<file path="config.mk">
export PLATFORM = sky130hd
export DESIGN_NAME = periodic_timer_scheduler_top
export DESIGN_NICKNAME = d
export VERILOG_FILES = /design/src/hw/rtl/pts_pkg.sv /design/src/hw/rtl/pts_alu.sv /design/src/hw/rtl/pts_table.sv /design/src/hw/rtl/periodic_timer_scheduler_top.sv
export SDC_FILE = /design/constraint.sdc
export NUM_CORES = 2
export LEC_CHECK = 0
export ABC_CLOCK_PERIOD_IN_PS = 45800
export BUFFER_PORTS_ARGS = -buffer_cell sky130_fd_sc_hd__buf_2
export CAP_MARGIN = 20
export CORE_MARGIN = 4
export CORE_UTILIZATION = 60
export DETAILED_ROUTE_END_ITERATION = 7
export PLACE_DENSITY = 0.86
export SETUP_SLACK_MARGIN = 0.4
export SYNTH_ARGS = -nofsm -noshare
export SYNTH_HDL_FRONTEND = slang
export SYNTH_SLANG_ARGS = --single-unit
export TNS_END_PERCENT = 50
</file>
<file path="constraint.sdc">
create_clock -name clk -period 45.8 [get_ports clk]
set_input_delay 9.16 -clock clk [delete_from_list [all_inputs] [get_ports clk]]
set_output_delay 9.16 -clock clk [all_outputs]
set_load 0.005 [all_outputs]
</file>
<file path="src/hw/rtl/pts_pkg.sv">
// Shared types and constants for the periodic timer scheduler.
// No dependencies; imported by every module of the block.
package pts_pkg;

  localparam int DW     = 32;  // time, period, count and tag width
  localparam int SLOT_W = 4;   // handle width on the ports

  typedef enum logic [1:0] {
    REQ_ADD    = 2'd0,
    REQ_REMOVE = 2'd1,
    REQ_TICK   = 2'd2,
    REQ_QUERY  = 2'd3
  } req_t;

  // write command into the timer table
  typedef struct packed {
    logic          we_due;
    logic          we_int;
    logic          we_cnt;
    logic          we_tag;
    logic          set_vld;
    logic          clr_vld;
    logic [DW-1:0] due;
    logic [DW-1:0] intv;
    logic [DW-1:0] cnt;
    logic [DW-1:0] tag;
  } tbl_wr_t;

  // registered read data of the timer table
  typedef struct packed {
    logic          vld;
    logic [DW-1:0] due;
    logic [DW-1:0] intv;
    logic [DW-1:0] cnt;
    logic [DW-1:0] tag;
  } tbl_rd_t;

  typedef struct packed {
    logic [DW-1:0] a;
    logic [DW-1:0] b;
    logic [DW-1:0] cand;
    logic [DW-1:0] lim;
    logic [DW-1:0] best;
  } alu_in_t;

  typedef struct packed {
    logic [DW-1:0] sum;
    logic          le;   // cand <= lim
    logic          lt;   // cand <  best
  } alu_out_t;

  // one result word
  typedef struct packed {
    logic [SLOT_W-1:0] slot;
    logic              accepted;
    logic              fired;
    logic [DW-1:0]     tag;
    logic [DW-1:0]     due;
    logic [DW-1:0]     period;
    logic [DW-1:0]     cnt;
    logic              overflow;
    logic              last;
  } res_t;

endpackage

</file>
<file path="src/hw/rtl/pts_alu.sv">
// Shared arithmetic unit: one 32-bit adder and the two due-time compares.
// Depends on pts_pkg.
module pts_alu
  import pts_pkg::*;
(
  input  alu_in_t  alu_i,
  output alu_out_t alu_o
);

  assign alu_o.sum = alu_i.a + alu_i.b;
  assign alu_o.le  = (alu_i.cand <= alu_i.lim);
  assign alu_o.lt  = (alu_i.cand < alu_i.best);

endmodule

</file>
<file path="src/hw/rtl/pts_table.sv">
// Timer table: due, period, count and tag memories plus per-slot valid flags.
// One write port, one registered read port. Depends on pts_pkg.
module pts_table
  import pts_pkg::*;
#(
  parameter int NUM_TIMERS = 16,
  parameter int AW         = 4
) (
  input  logic          clk,
  input  logic          rst,
  input  logic [AW-1:0] wr_addr,
  input  tbl_wr_t       wr,
  input  logic [AW-1:0] rd_addr,
  output tbl_rd_t       rd
);

  logic [NUM_TIMERS-1:0] vld;
  logic [DW-1:0]         due_mem [NUM_TIMERS];
  logic [DW-1:0]         int_mem [NUM_TIMERS];
  logic [DW-1:0]         cnt_mem [NUM_TIMERS];
  logic [DW-1:0]         tag_mem [NUM_TIMERS];

  always_ff @(posedge clk) begin
    if (rst) begin
      vld <= '0;
    end else begin
      if (wr.set_vld) vld[wr_addr] <= 1'b1;
      if (wr.clr_vld) vld[wr_addr] <= 1'b0;
    end
  end

  always_ff @(posedge clk) begin
    if (wr.we_due) due_mem[wr_addr] <= wr.due;
    if (wr.we_int) int_mem[wr_addr] <= wr.intv;
    if (wr.we_cnt) cnt_mem[wr_addr] <= wr.cnt;
    if (wr.we_tag) tag_mem[wr_addr] <= wr.tag;
    rd.vld  <= vld[rd_addr];
    rd.due  <= due_mem[rd_addr];
    rd.intv <= int_mem[rd_addr];
    rd.cnt  <= cnt_mem[rd_addr];
    rd.tag  <= tag_mem[rd_addr];
  end

endmodule

</file>
<file path="src/hw/rtl/periodic_timer_scheduler_top.sv">
// Periodic timer scheduler, top level: request sequencer and result register.
// Uses pts_pkg, pts_table and pts_alu.
//
// Usage
//   Request channel (req_valid/req_ready) takes one word: add, remove, tick
//   or query. Result channel (res_valid/res_ready) returns the words it
//   causes; last marks the final word of a request. Add, remove and query
//   give one word, a tick one word per firing (or one with fired = 0).
// Sequencing
//   remove clears the slot's valid flag directly, query reads one slot back,
//   and add first scans for a free slot. tick: every scan for the earliest due
//   timer walks the table one slot a cycle through the single read port; each
//   firing then updates the count and, unless it reaches zero, the due time on
//   the shared adder before the next scan. req_ready is high only when idle.
// Stalls
//   Results sit in an output register; a firing is held one scan deep so
//   last/overflow can be decided. If res_ready stays low the sequencer waits
//   at its next result without losing state.
// Reset
//   All slots free, no result pending, ready for a request. Table contents
//   are undefined until a timer is added.
module periodic_timer_scheduler_top
  import pts_pkg::*;
#(
  parameter int NUM_TIMERS = 16,
  parameter int MAX_FIRES  = 64
) (
  input  logic               clk,
  input  logic               rst,
  input  logic               req_valid,
  output logic               req_ready,
  input  logic [1:0]         req_type,
  input  logic [DW-1:0]      now_time,
  input  logic [DW-1:0]      period,
  input  logic [DW-1:0]      first_delay,
  input  logic signed [31:0] repeat_count,
  input  logic [DW-1:0]      user_tag,
  input  logic [SLOT_W-1:0]  target_slot,
  output logic               res_valid,
  input  logic               res_ready,
  output logic [SLOT_W-1:0]  slot_out,
  output logic               accepted,
  output logic               fired,
  output logic [DW-1:0]      tag_out,
  output logic [DW-1:0]      due_out,
  output logic [DW-1:0]      period_out,
  output logic signed [31:0] count_out,
  output logic               overflow,
  output logic               last
);

  localparam int AW = (NUM_TIMERS > 1) ? $clog2(NUM_TIMERS) : 1;
  localparam int XW = ((AW > SLOT_W) ? AW : SLOT_W) + 1;  // target range check
  localparam int FW = $clog2(MAX_FIRES + 1);

  typedef enum logic [2:0] {
    S_IDLE,    // waiting for a request
    S_EXEC,    // remove / start query read
    S_QRY,     // query data back from table
    S_SCAN,    // walk the table: free slot (add) or earliest due (tick)
    S_ADD,     // write new timer
    S_DECIDE,  // tick: fire next, or finish
    S_FCNT,    // tick: update count
    S_FDUE     // tick: advance due time
  } state_t;

  state_t state;

  // captured request
  req_t              r_type;
  logic [DW-1:0]     r_now;
  logic [DW-1:0]     r_period;
  logic [DW-1:0]     r_first;
  logic [DW-1:0]     r_count;
  logic [DW-1:0]     r_tag;
  logic [SLOT_W-1:0] r_tgt;

  // scan pipeline and best candidate
  logic [AW:0]   scan_cnt;
  logic          rd_live;
  logic [AW-1:0] rd_idx;
  logic          found;
  logic [AW-1:0] best_idx;
  logic [DW-1:0] best_due;
  logic [DW-1:0] best_int;
  logic [DW-1:0] best_cnt;
  logic [DW-1:0] best_tag;

  // firing held back until the next scan tells whether it is the last one
  logic          pend_valid;
  logic [AW-1:0] pend_slot;
  logic [DW-1:0] pend_tag;
  logic [FW-1:0] nf;

  res_t res_q;
  res_t ld;
  logic ld_en;

  tbl_wr_t       wr;
  logic [AW-1:0] wr_addr;
  logic [AW-1:0] rd_addr;
  tbl_rd_t       rd;
  alu_in_t       alu_i;
  alu_out_t      alu_o;

  logic [XW-1:0] tgt_x;
  logic          tgt_in;
  logic [AW-1:0] tgt_idx;
  logic          out_free;
  logic          scan_end;
  logic          dec_fire;
  logic [DW-1:0] cnt_dec;
  logic          rd_cnt_zero;

  assign tgt_x       = XW'(r_tgt);
  assign tgt_in      = (tgt_x < XW'(NUM_TIMERS));
  assign tgt_idx     = tgt_x[AW-1:0];
  assign out_free    = !res_valid || res_ready;
  assign scan_end    = (scan_cnt == (AW+1)'(NUM_TIMERS)) && !rd_live;
  assign dec_fire    = found && (nf < FW'(MAX_FIRES));
  assign rd_cnt_zero = (rd.cnt == '0);
  // negative counts run forever and are left alone
  assign cnt_dec     = best_cnt[DW-1] ? best_cnt : alu_o.sum;
  assign req_ready   = (state == S_IDLE);

  pts_table #(
    .NUM_TIMERS (NUM_TIMERS),
    .AW         (AW)
  ) u_table (
    .clk     (clk),
    .rst     (rst),
    .wr_addr (wr_addr),
    .wr      (wr),
    .rd_addr (rd_addr),
    .rd      (rd)
  );

  pts_alu u_alu (
    .alu_i (alu_i),
    .alu_o (alu_o)
  );

  // operand steering, table writes and result building
  always_comb begin
    ld_en      = 1'b0;
    ld         = '0;
    wr         = '0;
    wr_addr    = best_idx;
    rd_addr    = tgt_idx;
    alu_i.a    = r_now;
    alu_i.b    = r_first;
    alu_i.cand = rd.due;
    alu_i.lim  = r_now;
    alu_i.best = best_due;
    case (state)
      S_EXEC: begin
        if (r_type == REQ_REMOVE && out_free) begin
          ld_en      = 1'b1;
          ld.slot    = r_tgt;
          ld.last    = 1'b1;
          wr_addr    = tgt_idx;
          wr.clr_vld = tgt_in;
        end
      end
      S_QRY: begin
        if (out_free) begin
          ld_en   = 1'b1;
          ld.slot = r_tgt;
          ld.last = 1'b1;
          if (tgt_in && rd.vld) begin
            ld.tag    = rd.tag;
            ld.due    = rd.due;
            ld.period = rd.intv;
            ld.cnt    = rd.cnt;
          end
        end
      end
      S_SCAN: begin
        rd_addr = scan_cnt[AW-1:0];
        // a zero-count timer left by an add is dropped by the next tick
        if (rd_live && r_type == REQ_TICK && rd.vld && rd_cnt_zero) begin
          wr_addr    = rd_idx;
          wr.clr_vld = 1'b1;
        end
      end
      S_ADD: begin
        if (out_free) begin
          ld_en   = 1'b1;
          ld.last = 1'b1;
          if (found) begin
            ld.slot     = SLOT_W'(best_idx);
            ld.accepted = 1'b1;
            wr.we_due   = 1'b1;
            wr.we_int   = 1'b1;
            wr.we_cnt   = 1'b1;
            wr.we_tag   = 1'b1;
            wr.set_vld  = 1'b1;
            wr.due      = alu_o.sum;
            wr.intv     = r_period;
            wr.cnt      = r_count;
            wr.tag      = r_tag;
          end
        end
      end
      S_DECIDE: begin
        ld.fired = pend_valid;
        // a tick with no firing returns a word with fired = 0, no slot or tag, and last set
        if (pend_valid) begin
          ld.slot = SLOT_W'(pend_slot);
          ld.tag  = pend_tag;
        end
        if (dec_fire) begin
          ld_en = pend_valid && out_free;
        end else begin
          ld_en       = out_free;
          ld.last     = 1'b1;
          ld.overflow = found;
        end
      end
      S_FCNT: begin
        alu_i.a    = best_cnt;
        alu_i.b    = '1;
        wr.we_cnt  = 1'b1;
        wr.cnt     = cnt_dec;
        wr.clr_vld = (cnt_dec == '0);
      end
      S_FDUE: begin
        alu_i.a   = best_due;
        alu_i.b   = best_int;
        wr.we_due = 1'b1;
        wr.due    = alu_o.sum;
      end
      default: begin
      end
    endcase
  end

  always_ff @(posedge clk) begin
    if (rst) begin
      state      <= S_IDLE;
      res_valid  <= 1'b0;
      pend_valid <= 1'b0;
      nf         <= '0;
      found      <= 1'b0;
      rd_live    <= 1'b0;
      scan_cnt   <= '0;
    end else begin
      if (ld_en) begin
        res_valid <= 1'b1;
        res_q     <= ld;
      end else if (res_ready) begin
        res_valid <= 1'b0;
      end

      case (state)
        S_IDLE: begin
          if (req_valid) begin
            r_type     <= req_t'(req_type);
            r_now      <= now_time;
            r_period   <= period;
            r_first    <= first_delay;
            r_count    <= repeat_count;
            r_tag      <= user_tag;
            r_tgt      <= target_slot;
            nf         <= '0;
            pend_valid <= 1'b0;
            scan_cnt   <= '0;
            rd_live    <= 1'b0;
            found      <= 1'b0;
            if (req_type == REQ_ADD || req_type == REQ_TICK) state <= S_SCAN;
            else state <= S_EXEC;
          end
        end
        S_EXEC: begin
          if (r_type == REQ_QUERY) state <= S_QRY;
          else if (out_free) state <= S_IDLE;
        end
        S_QRY: begin
          if (out_free) state <= S_IDLE;
        end
        S_SCAN: begin
          // issue one read a cycle, judge the word read in the previous cycle
          if (scan_cnt < (AW+1)'(NUM_TIMERS)) begin
            scan_cnt <= scan_cnt + (AW+1)'(1);
            rd_idx   <= scan_cnt[AW-1:0];
            rd_live  <= 1'b1;
          end else begin
            rd_live <= 1'b0;
          end
          if (rd_live) begin
            if (r_type == REQ_ADD) begin
              if (!rd.vld && !found) begin
                found    <= 1'b1;
                best_idx <= rd_idx;
              end
            end else if (rd.vld && !rd_cnt_zero && alu_o.le && (!found || alu_o.lt)) begin
              // strict compare in ascending order: ties stay on the lower slot
              found    <= 1'b1;
              best_idx <= rd_idx;
              best_due <= rd.due;
              best_int <= rd.intv;
              best_cnt <= rd.cnt;
              best_tag <= rd.tag;
            end
          end
          if (scan_end) state <= (r_type == REQ_ADD) ? S_ADD : S_DECIDE;
        end
        S_ADD: begin
          if (out_free) state <= S_IDLE;
        end
        S_DECIDE: begin
          if (dec_fire) begin
            if (!pend_valid || out_free) state <= S_FCNT;
          end else if (out_free) begin
            pend_valid <= 1'b0;
            state      <= S_IDLE;
          end
        end
        S_FCNT: begin
          pend_valid <= 1'b1;
          pend_slot  <= best_idx;
          pend_tag   <= best_tag;
          nf         <= nf + FW'(1);
          if (cnt_dec == '0) begin
            scan_cnt <= '0;
            rd_live  <= 1'b0;
            found    <= 1'b0;
            state    <= S_SCAN;
          end else begin
            state <= S_FDUE;
          end
        end
        S_FDUE: begin
          scan_cnt <= '0;
          rd_live  <= 1'b0;
          found    <= 1'b0;
          state    <= S_SCAN;
        end
        default: begin
          state <= S_IDLE;
        end
      endcase
    end
  end

  assign slot_out   = res_q.slot;
  assign accepted   = res_q.accepted;
  assign fired      = res_q.fired;
  assign tag_out    = res_q.tag;
  assign due_out    = res_q.due;
  assign period_out = res_q.period;
  assign count_out  = res_q.cnt;
  assign overflow   = res_q.overflow;
  assign last       = res_q.last;

  a_ovf_last: assert property (@(posedge clk) disable iff (rst)
    res_valid && res_q.overflow |-> res_q.last && res_q.fired)
    else $error("overflow on a word that is not the final firing");

  a_fire_cap: assert property (@(posedge clk) disable iff (rst)
    nf <= FW'(MAX_FIRES))
    else $error("firing count beyond cap");

  a_idle_pend: assert property (@(posedge clk) disable iff (rst)
    state == S_IDLE |-> !pend_valid)
    else $error("held firing left behind at idle");

  a_busy: assert property (@(posedge clk) disable iff (rst)
    req_valid && req_ready |=> !req_ready)
    else $error("ready right after taking a request");

endmodule
</file>
==> impl_summary.log <==
INFO  metric grt_max_degree = 162
INFO  metric finalMaxSlewViolations = 0
INFO  metric chipHeight = 425 um
INFO  metric hold_ws = 407 ps
INFO  metric vias = 59000
INFO  metric fin_skew = 60.3 ps
INFO  metric period_share = 0.272
INFO  metric cts-root-to-sink-buffers = 4
INFO  metric global_route_usage_sum = 0.331
INFO  metric gp_congestion = 0.945
INFO  metric tns = 0 ps
INFO  metric synth.lib_cells_used.distinct = 86
INFO  metric floorplan.initialDensity = 0.605
INFO  metric tightest_slew = 1220 ps
INFO  metric placed_cell_area = 109000 sq um
INFO  metric timing.rr.end = u_table.vld[1]$_SDFF_PP0_
INFO  metric power_leakage = 41.9 nW
INFO  metric firstDrtPassIters = 8
INFO  metric final_cell_mix = 2522 x sky130_fd_sc_hd__edfxtp_1, 516 x sky130_fd_sc_hd__mux4_2, 406 x sky130_fd_sc_hd__nand2_1
INFO  metric postRouteAntennaNets = 0
INFO  metric worst_ep_arrival_time = 12960 ps
INFO  metric post_drt_wl_per_cell = 35.4 um
INFO  metric critical_path.max_fanout = 49
INFO  metric syn-mean-instance-area = 18.8 sq um
INFO  metric clock_tree.htree_level_count = 5
INFO  metric cts_inserted_buffers = 278
INFO  metric outcome = complete, but fails checks
INFO  metric max_freq = 0.0803 GHz
INFO  metric setup.worst_path.end = u_table.tag_mem[0][17]$_DFFE_PP_
INFO  metric p_per_area = 47.2 nW/um^2
INFO  metric worstReg2RegStart = state[2]$_SDFFE_PP0P_
INFO  metric core_ar = 172000 sq um
INFO  metric critPathLaunchType = input pin
INFO  metric design.portCount = 308
INFO  metric fin_cells = 8458
INFO  metric grt_pass1_vias = 59200
INFO  metric mappedNetlistNets = 5804
INFO  metric finalSetupViolCount = 0
INFO  metric startpoint = res_ready
INFO  metric placedCellCount = 7965
INFO  metric chipWidth = 425 um
INFO  metric synthCells = 5536
INFO  metric routed_via_density = 6.97
INFO  metric layout.cells.most_common = sky130_fd_sc_hd__edfxtp_1
INFO  metric root_buffer = sky130_fd_sc_hd__clkbuf_16
INFO  metric num-nets-final = 6207
INFO  metric type_of_destination_of_the_critical_path = register
INFO  metric layout_setup_ws = 33350 ps
INFO  metric die_area = 180000 sq um
INFO  metric post_cts_resize_count = 0
INFO  metric vdd_drop_max = 0.0000429 V
INFO  metric cts_tree = built
INFO  metric layout_min_cycle_time = 12450 ps
INFO  metric clkTransAtPathRegs = 60 ps
INFO  metric synth.ff_latch_count = 2686
INFO  metric drcViolationCount = 1
INFO  metric preCtsSetupSlack = 32550 ps
INFO  metric worst_hold_path_type = reg -> reg
INFO  metric synth.yosys.warnings = 0
INFO  metric reg2reg_setup_slack = 38050 ps
INFO  metric failed_checks = DRC
INFO  metric synthToLayoutAreaGrowth = 12.6%
INFO  metric remaining_max_slew_budget_at_the_tightest_pin = 0.177
INFO  metric netlist_area = 104000 sq um
INFO  metric detailed_place_hpwl = 162000 um
INFO  metric first_pass_grt_wire_length = 424000 um
INFO  metric cts_setup_buffers = 0
INFO  metric drive_above_1_share = 0.230
INFO  metric clock_insertion_delay_at_the_later_pin_of_the_skew_report = 940 ps
INFO  metric timing.final.hold_violations = 0
INFO  metric fill_cells = 9866
INFO  metric multi_input_comb_area = 23900 sq um
INFO  metric max_cap_violations = 0
INFO  metric io_buffers = 307
INFO  metric synthArstFlopShare = 0
INFO  metric seq_area_frac_synth = 0.759
INFO  metric drt_iter0_drc = 10600
INFO  metric worst_reg_to_reg_cells = 15
INFO  metric final_design_area_excluding_fillers = 117000 sq um
INFO  metric antenna_found_initial = 20
INFO  metric core.rowCount = 152
INFO  metric wirelength = 300000 um
INFO  metric crit_required = 46310 ps
INFO  metric seqCellArea = 79000 sq um
INFO  metric overflow = 0
INFO  metric grt_setup_unrepaired = no
INFO  metric timing_worst_setup_path_type = in -> reg
INFO  metric count_of_flip_flops_with_a_built_in_enable_after_synthesis = 2522
INFO  metric clock-sinks = 2686
INFO  metric postSynth.topFlopCell = sky130_fd_sc_hd__edfxtp_1
INFO  metric cts.hold.buffers_added = 0
synthesized netlist by cell type (4+ instances only):
master,n,area [sq um]
sky130_fd_sc_hd__nor4b_1,4,35.0
sky130_fd_sc_hd__nor2_1,202,758
sky130_fd_sc_hd__a2111oi_0,4,35.0
sky130_fd_sc_hd__a21oi_1,92,460
sky130_fd_sc_hd__buf_2,64,320
sky130_fd_sc_hd__xor2_1,18,158
sky130_fd_sc_hd__and3_1,6,37.5
sky130_fd_sc_hd__or3_1,5,31.3
sky130_fd_sc_hd__a31oi_1,166,1040
sky130_fd_sc_hd__o22ai_1,4,25.0
sky130_fd_sc_hd__mux2i_1,44,440
sky130_fd_sc_hd__nand3_1,17,85.1
sky130_fd_sc_hd__o2111ai_1,4,35.0
sky130_fd_sc_hd__nand2_1,408,1530
sky130_fd_sc_hd__o21bai_1,6,45.0
sky130_fd_sc_hd__buf_6,8,90.1
sky130_fd_sc_hd__clkbuf_1,185,694
sky130_fd_sc_hd__o21a_1,15,113
sky130_fd_sc_hd__buf_1,36,135
sky130_fd_sc_hd__ha_1,97,1210
sky130_fd_sc_hd__mux2_2,4,45.0
sky130_fd_sc_hd__a222oi_1,4,40.0
sky130_fd_sc_hd__o21ai_0,96,480
sky130_fd_sc_hd__or4_1,6,45.0
sky130_fd_sc_hd__a21o_1,21,158
sky130_fd_sc_hd__inv_1,116,435
sky130_fd_sc_hd__nor4_1,17,106
sky130_fd_sc_hd__nand4_1,34,213
sky130_fd_sc_hd__o211ai_1,7,52.6
sky130_fd_sc_hd__nor3_1,25,125
sky130_fd_sc_hd__nand2b_1,10,62.6
sky130_fd_sc_hd__clkbuf_8,4,55.1
sky130_fd_sc_hd__xnor2_1,13,114
sky130_fd_sc_hd__a22o_1,53,464
sky130_fd_sc_hd__nor2b_1,14,87.6
sky130_fd_sc_hd__o21ai_1,6,30.0
sky130_fd_sc_hd__dfxtp_1,164,3280
sky130_fd_sc_hd__mux4_2,516,11600
sky130_fd_sc_hd__edfxtp_1,2522,75700
sky130_fd_sc_hd__and2_1,290,1810
sky130_fd_sc_hd__and4_1,4,35.0
sky130_fd_sc_hd__a211o_1,4,35.0
sky130_fd_sc_hd__a211oi_1,158,1190
sequential cells by signal, indices dropped and copies added, names as in the netlist, 129 cells and up:
name / flops
u_table.int_mem: 512
u_table.tag_mem: 512
u_table.due_mem: 512
u_table.cnt_mem: 512
u_table.rd: 129
metrics by stage:
step | utilization | total power (W)
global placement | 0.631 | 0.00336
detailed placement | 0.631 | 0.00338
CTS | 0.681 | 0.00552
floorplan | - | 0.00316
finish | 0.681 | 0.00553
global route | 0.681 | 0.00567
worst min path at each step:
stage | startpoint | end | slack (ps) | cells past startpoint
after CTS | best_tag[12]$_DFFE_PP_ | pend_tag[12]$_DFFE_PP_ | 410 | 0
final | best_tag[16]$_DFFE_PP_ | pend_tag[16]$_DFFE_PP_ | 410 | 0
after floorplan | u_table.rd[64]$_DFF_P_ | best_int[0]$_DFFE_PP_ | 400 | 0
after global routing | best_tag[1]$_DFFE_PP_ | pend_tag[1]$_DFFE_PP_ | 430 | 0
after detailed placement | best_tag[16]$_DFFE_PP_ | pend_tag[16]$_DFFE_PP_ | 400 | 0
after global placement | best_tag[12]$_DFFE_PP_ | pend_tag[12]$_DFFE_PP_ | 400 | 0
cells by family after synthesis:
| family | count (synthesis) | share of synthesized area |
|---|---|---|
| AOI/OAI and AO/OA | 681 | 0.0446 |
| xor gates and xnor gates | 31 | 0.00261 |
| adders and majority gates | 98 | 0.0118 |
| buffers and inverters | 415 | 0.0168 |
| DFF | 2686 | 0.759 |
| muxes | 564 | 0.116 |
| and+or+nand+nor | 1061 | 0.0493 |
layer usage:
layer	track usage	up-vias	wire, um
met5	0	-	92
met4	0.240	14	27300
met3	0.0776	1208	34700
met2	0.530	5295	145000
met1	0.398	29500	92800
li1	-	23000	-
report_power, final:
part           total [W]  switching (W)  leakage (nW)  internal (W)
Combinational   0.000563       0.000362          10.2      0.000202
Clock            0.00217       0.000932          4.19       0.00124
Sequential       0.00280      0.0000801          27.5       0.00272
Total            0.00553        0.00137          41.9       0.00416
worst max-delay path: stages:
cell	delay [ps]
sky130_fd_sc_hd__buf_2	100
sky130_fd_sc_hd__nor2b_1	480
sky130_fd_sc_hd__nor3b_2	210
sky130_fd_sc_hd__nand3_1	160
sky130_fd_sc_hd__mux2_2	360
sky130_fd_sc_hd__mux2_2	300
sky130_fd_sc_hd__nor2_1	230
sky130_fd_sc_hd__nand2_1	270
sky130_fd_sc_hd__nor2_4	710
sky130_fd_sc_hd__buf_4	930
final cells by class:
class | instances | area share
Sequential cell | 2686 | 0.674
Multi-Input combinational cell | 2435 | 0.204
Clock buffer | 350 | 0.0639
Tap cell | 2310 | 0.0246
Timing Repair Buffer | 422 | 0.0214
Clock inverter | 129 | 0.00876
Inverter | 116 | 0.00373
Antenna cell | 10 | 0.000213
(Power assumes the default switching activity.)
